==> src/hdl/ert_pkg.sv <==
// Shared types, codes and constants of the ECAM range table.
package ert_pkg;

  // Default table depth.
  localparam int MAX_RANGES_DEF = 16;

  // Field widths.
  localparam int ADDR_W    = 64;
  localparam int ALIGN_W   = 20;
  localparam int BASE_HI_W = ADDR_W - ALIGN_W;
  localparam int SEG_W     = 16;
  localparam int BUS_W     = 8;
  localparam int STATUS_W  = 3;
  localparam int COUNT_W   = 5;

  // Operation codes.
  localparam logic [1:0] MODE_CLEAR  = 2'd0;
  localparam logic [1:0] MODE_INSERT = 2'd1;
  localparam logic [1:0] MODE_LOOKUP = 2'd2;
  localparam logic [1:0] MODE_READ   = 2'd3;

  // Status codes.
  localparam logic [STATUS_W-1:0] ST_OK      = 3'd0;
  localparam logic [STATUS_W-1:0] ST_INVALID = 3'd1;
  localparam logic [STATUS_W-1:0] ST_OVERLAP = 3'd2;
  localparam logic [STATUS_W-1:0] ST_FULL    = 3'd3;
  localparam logic [STATUS_W-1:0] ST_MISS    = 3'd4;

  // Transaction token handed from cell to cell.
  typedef struct packed {
    logic                 valid;
    logic [1:0]           mode;
    logic                 bad;
    logic [BASE_HI_W-1:0] base_hi;
    logic [SEG_W-1:0]     seg;
    logic [BUS_W-1:0]     sbus;
    logic [BUS_W-1:0]     ebus;
    logic [BUS_W-1:0]     bus;
    logic [BUS_W-1:0]     idx;
    logic                 clash;
    logic                 hit;
    logic [BASE_HI_W-1:0] hit_base;
    logic [SEG_W-1:0]     hit_seg;
    logic [BUS_W-1:0]     hit_sbus;
    logic [BUS_W-1:0]     hit_ebus;
  } carry_t;

  // Entry written into a cell.
  typedef struct packed {
    logic [BASE_HI_W-1:0] base_hi;
    logic [SEG_W-1:0]     seg;
    logic [BUS_W-1:0]     sbus;
    logic [BUS_W-1:0]     ebus;
  } entry_t;

  // Per-cell control from the top level.
  typedef struct packed {
    logic advance;
    logic occupied;
    logic wr_sel;
  } cell_ctl_t;

endpackage

==> src/hdl/ert_cell.sv <==
// One table cell: holds one entry and checks the passing token against it.
module ert_cell #(
  parameter int IDX = 0
) (
  input  logic              clk,
  input  logic              rst,
  input  ert_pkg::cell_ctl_t ctl,
  input  ert_pkg::entry_t   wr_entry,
  input  ert_pkg::carry_t   carry_in,
  output ert_pkg::carry_t   carry_out
);

  ert_pkg::entry_t entry;
  ert_pkg::carry_t carry_next;
  logic            seg_match;

  // Store a new entry when selected.
  always_ff @(posedge clk) begin
    if (ctl.wr_sel) begin
      entry <= wr_entry;
    end
  end

  // Compare the token with the stored entry.
  always_comb begin
    carry_next = carry_in;
    seg_match  = (entry.seg == carry_in.seg);
    if (carry_in.valid && ctl.occupied) begin
      case (carry_in.mode)
        ert_pkg::MODE_INSERT: begin
          if (seg_match && (carry_in.sbus <= entry.ebus) && (entry.sbus <= carry_in.ebus)) begin
            carry_next.clash = 1'b1;
          end
        end
        ert_pkg::MODE_LOOKUP: begin
          if (!carry_in.hit && seg_match && (carry_in.bus >= entry.sbus) &&
              (carry_in.bus <= entry.ebus)) begin
            carry_next.hit      = 1'b1;
            carry_next.hit_base = entry.base_hi;
            carry_next.hit_seg  = entry.seg;
            carry_next.hit_sbus = entry.sbus;
            carry_next.hit_ebus = entry.ebus;
          end
        end
        ert_pkg::MODE_READ: begin
          if (carry_in.idx == ert_pkg::BUS_W'(IDX)) begin
            carry_next.hit      = 1'b1;
            carry_next.hit_base = entry.base_hi;
            carry_next.hit_seg  = entry.seg;
            carry_next.hit_sbus = entry.sbus;
            carry_next.hit_ebus = entry.ebus;
          end
        end
        default: begin
          carry_next = carry_in;
        end
      endcase
    end
  end

  // Hand the token to the next cell; hold while the chain is stalled.
  always_ff @(posedge clk) begin
    if (rst) begin
      carry_out.valid <= 1'b0;
    end else if (ctl.advance) begin
      carry_out <= carry_next;
    end
  end

endmodule

==> config.mk <==
export PLATFORM = sky130hd
export DESIGN_NAME = ert_cell
export DESIGN_NICKNAME = d
export VERILOG_FILES = /design/src/hdl/ert_pkg.sv /design/src/hdl/ert_cell.sv
export SDC_FILE = /design/constraint.sdc
export NUM_CORES = 1
export LEC_CHECK = 0
export BUFFER_PORTS_ARGS = -buffer_cell sky130_fd_sc_hd__buf_2
export CAP_MARGIN = 5
export CELL_PAD_IN_SITES_DETAIL_PLACEMENT = 1
export CELL_PAD_IN_SITES_GLOBAL_PLACEMENT = 2
export CORE_AREA = 2 2 175 177
export CTS_CLUSTER_DIAMETER = 150
export DETAILED_ROUTE_END_ITERATION = 6
export DIE_AREA = 0 0 177 179
export PLACE_DENSITY_LB_ADDON = 0.05
export SYNTH_ARGS = -nofsm -noshare
export SYNTH_HDL_FRONTEND = slang
export SYNTH_SLANG_ARGS = --single-unit
==> constraint.sdc <==
create_clock -name clk -period 14.8 [get_ports clk]
set_input_delay 2.96 -clock clk [delete_from_list [all_inputs] [get_ports clk]]
set_output_delay 2.96 -clock clk [all_outputs]
set_load 0.02 [all_outputs]
==> reports/metrics.yaml <==
power:
  p_leak_nw: 5.35
  clkPwrFrac_pct: 38.8
  seq_power_share_pct: 51.1
  comb_power_share_pct: 10.0
  swShare_pct: 23.5
  p_per_area_nw_per_um2: 129
  p_sw_w: 0.000392
  internal-power_w: 0.00127
  vdd_drop_max_uv: 69.8
routing:
  drtPass1Iterations: 4
  avgViaCountPerCell: 4.47
  route.antenna.remaining_nets: 0
  totalWireLength_um: 27900
  drc: 0
  dr.first_iter.drc_count: 320
  avgRoutedWirePerCell_um: 20.7
  num_vias: 6010
floorplan:
  dieArea_um2: 31700
  num_rows: 64
  initial_utilization_pct: 31.4
  die_x_um: 177
  core_um2: 30000
  ios: 429
  die_h_um: 179
timing:
  skew_ns: 0.0303
  setup_viol: 0
  hold_viol: 0
  hold_slack_ns: 0.515
  rsz0062_at_grt: "no"
  fin_crit_sh_pct: 37.9
  drv_slew: 0
  fin_tns_setup_ns: 0
  period_needed_ns: 5.61
  fmax_ghz: 0.178
  worst_pin_slew_ns: 1.06
  slew_headroom_pct: 29.5
final_layout:
  fillers: 3152
  seq_area_um2: 7500
  multi_input_area_um2: 1790
  layout-drive-gt1-share_pct: 54.8
  syn_to_final_growth_pct: 37.2
  postLayoutCoreUtil_pct: 43.0
  nets: 1210
clocking:
  cts.sinks: 250
  cts_resized: 0
  cts_max_level: 1
  tritoncts: "yes"
  hold_buffers: 0
  clockBufferDepth: 3
  clkTransAtPathRegs_ns: 0.06
  cts_made_buffers: 29
  post-cts-setup-buffers: 0
  clockRootBuffer: "clkbuf_16"
  clk_latency_ns: 0.55
hold_path:
  min_path_type: "register to register"
  hold_depth: 2
  holdPathEnd: "carry_out[173]"
  hold_start: "carry_out[173]"
critical_path:
  crit_fanout: 43
  worstSetupEndpointType: "register"
  worstPathRequired_ns: 15.07
  path_class: "primary input to register"
  arrival_ns: 5.89
  r2r-end: "carry_out[17]"
  start_kind: "primary input"
  worstRegToRegCells: 7
  r2r_start: "entry[16]"
  rrSetupSlack_ns: 11.26
global_routing:
  grt.total_usage_pct: 16.7
  grt_pass1_wl_um: 39200
  overflow: 0
  grt_pass1_vias: 6503
  antenna_found_initial: 10
  grt_max_degree: 174
placed_design:
  numPortBuffers: 428
  gp_congestion: 0.773
  dp_hpwl_um: 21000
yosys:
  synthCells: 468
  yosysWarnings: 0
  synth-edff-count: 249
  synth_nets: 755
  yosys-top-cells-count: "edfxtp_1 (249), mux2_2 (47), ha_1 (32), mux2_1 (29), inv_1 (25)"
  ys_seq_area_share_pct: 79.6
  syn-cell-area_um2: 9420
  synth-seq-cells: 250
  yosysTopAreaCellShare_pct: 79.4
  yosysTopAreaCell: "edfxtp_1"
  synth.area.top_cells: "edfxtp_1 (79%), mux2_2 (5.6%), ha_1 (4.2%)"
  syn_area_per_cell_um2: 20.1
  async_flop_share_pct: 0
  yosysMostFrequentCell: "edfxtp_1"
  synth_ff_type: "edfxtp_1"
  ys_types: 34
job:
  drv_cap: 0
outcome:
  outcome: "finished clean"
worst max path at each step:
stage | from | to | slack [ns] | cells after the start
6_report | carry_in[110] | carry_out[17] | 9.19 | 8
5_1_grt | carry_in[110] | carry_out[23] | 9.03 | 8
4_1_cts | carry_in[110] | carry_out[17] | 9.10 | 8
3_5_place_dp | carry_in[110] | carry_out[17] | 8.54 | 8
3_3_place_gp | carry_in[110] | carry_out[37] | 8.60 | 8
2_1_floorplan | rst | carry_out[0] | 3.45 | 1
area by class of cell:
cell class              instances  area share, %
flip-flops and latches        250           58.0
repair buffers                432           16.9
multi-input cells             185           13.8
clock buffers                  34           5.76
well taps                     396           3.83
clock inverters                19          0.842
inverters                      25          0.726
diodes                          5         0.0968
power by group through the flow:
stage | Combinational, W | Sequential, W | Clock [W]
after CTS | 0.000172 | 0.000853 | 0.000668
after global placement | 0.000168 | 0.000865 | 0
after global routing | 0.000183 | 0.000857 | 0.000694
final | 0.000167 | 0.000852 | 0.000647
after detailed placement | 0.000171 | 0.000867 | 0
after floorplan | 0.0000376 | 0.000912 | 0
routing by layer:
layer	part of all wire, %	GRT usage [%]	vias up	routed length (µm)
met1	34	17.5	2911	9590
li1	-	-	2759	-
met4	2.5	5.13	10	710
met2	52	30.5	287	14500
met3	11	6.85	43	2970
met5	0.24	0	-	67
worst max-delay path: stages:
cell,delay [ns]
buf_2,0.11
xor2_1,0.15
nor4_1,0.44
nand4_1,0.36
o31ai_4,0.30
buf_4,0.47
buf_4,0.62
mux2_2,0.41
kinds of logic after synthesis:
group                    after synthesis  share of synthesized area [%]
XOR/XNOR                              16                           1.49
buffers and inverters                 33                           1.65
multiplexers                          77                           9.19
AO/OA/AOI/OAI                         26                           1.85
flip-flops                           250                           79.6
AND/OR/NAND/NOR                       34                           2.02
adder cells (fa/ha/maj)               32                           4.25
layout by cell type (no fill, tap or decap), types with 2 or more instances in the layout:
master,instances
diode_2,5
o21ai_0,2
buf_2,427
mux2_2,47
mux2_1,29
clkbuf_16,29
nand3_1,3
inv_1,25
o211ai_1,2
ha_1,32
clkbuf_1,5
a21oi_1,9
nand2_1,3
nand4_1,6
a211oi_1,2
edfxtp_1,249
nor4_1,6
nor2_1,5
a21o_1,2
o31ai_1,2
clkinv_1,12
clkinv_2,5
nor2b_1,3
xor2_1,16
nor3_1,3
nand4b_1,2
buf_4,4
sequential cells by signal (all words and copies together), names as in the netlist:
register and flops:
carry_out 174, entry 76
stage by stage:
stage / setup slack [ns] / cells / power, W / instance area [µm²]
CTS: 9.10 / 1341 / 0.00169 / 12900
floorplan: 3.45 / 468 / 0.000949 / 9420
finish: 9.19 / 1346 / 0.00167 / 12900
global route: 9.03 / 1345 / 0.00173 / 12900
detailed placement: 8.54 / 1288 / 0.00104 / 12100
global placement: 8.60 / 1288 / 0.00103 / 12100
(Power assumes the default switching activity.)
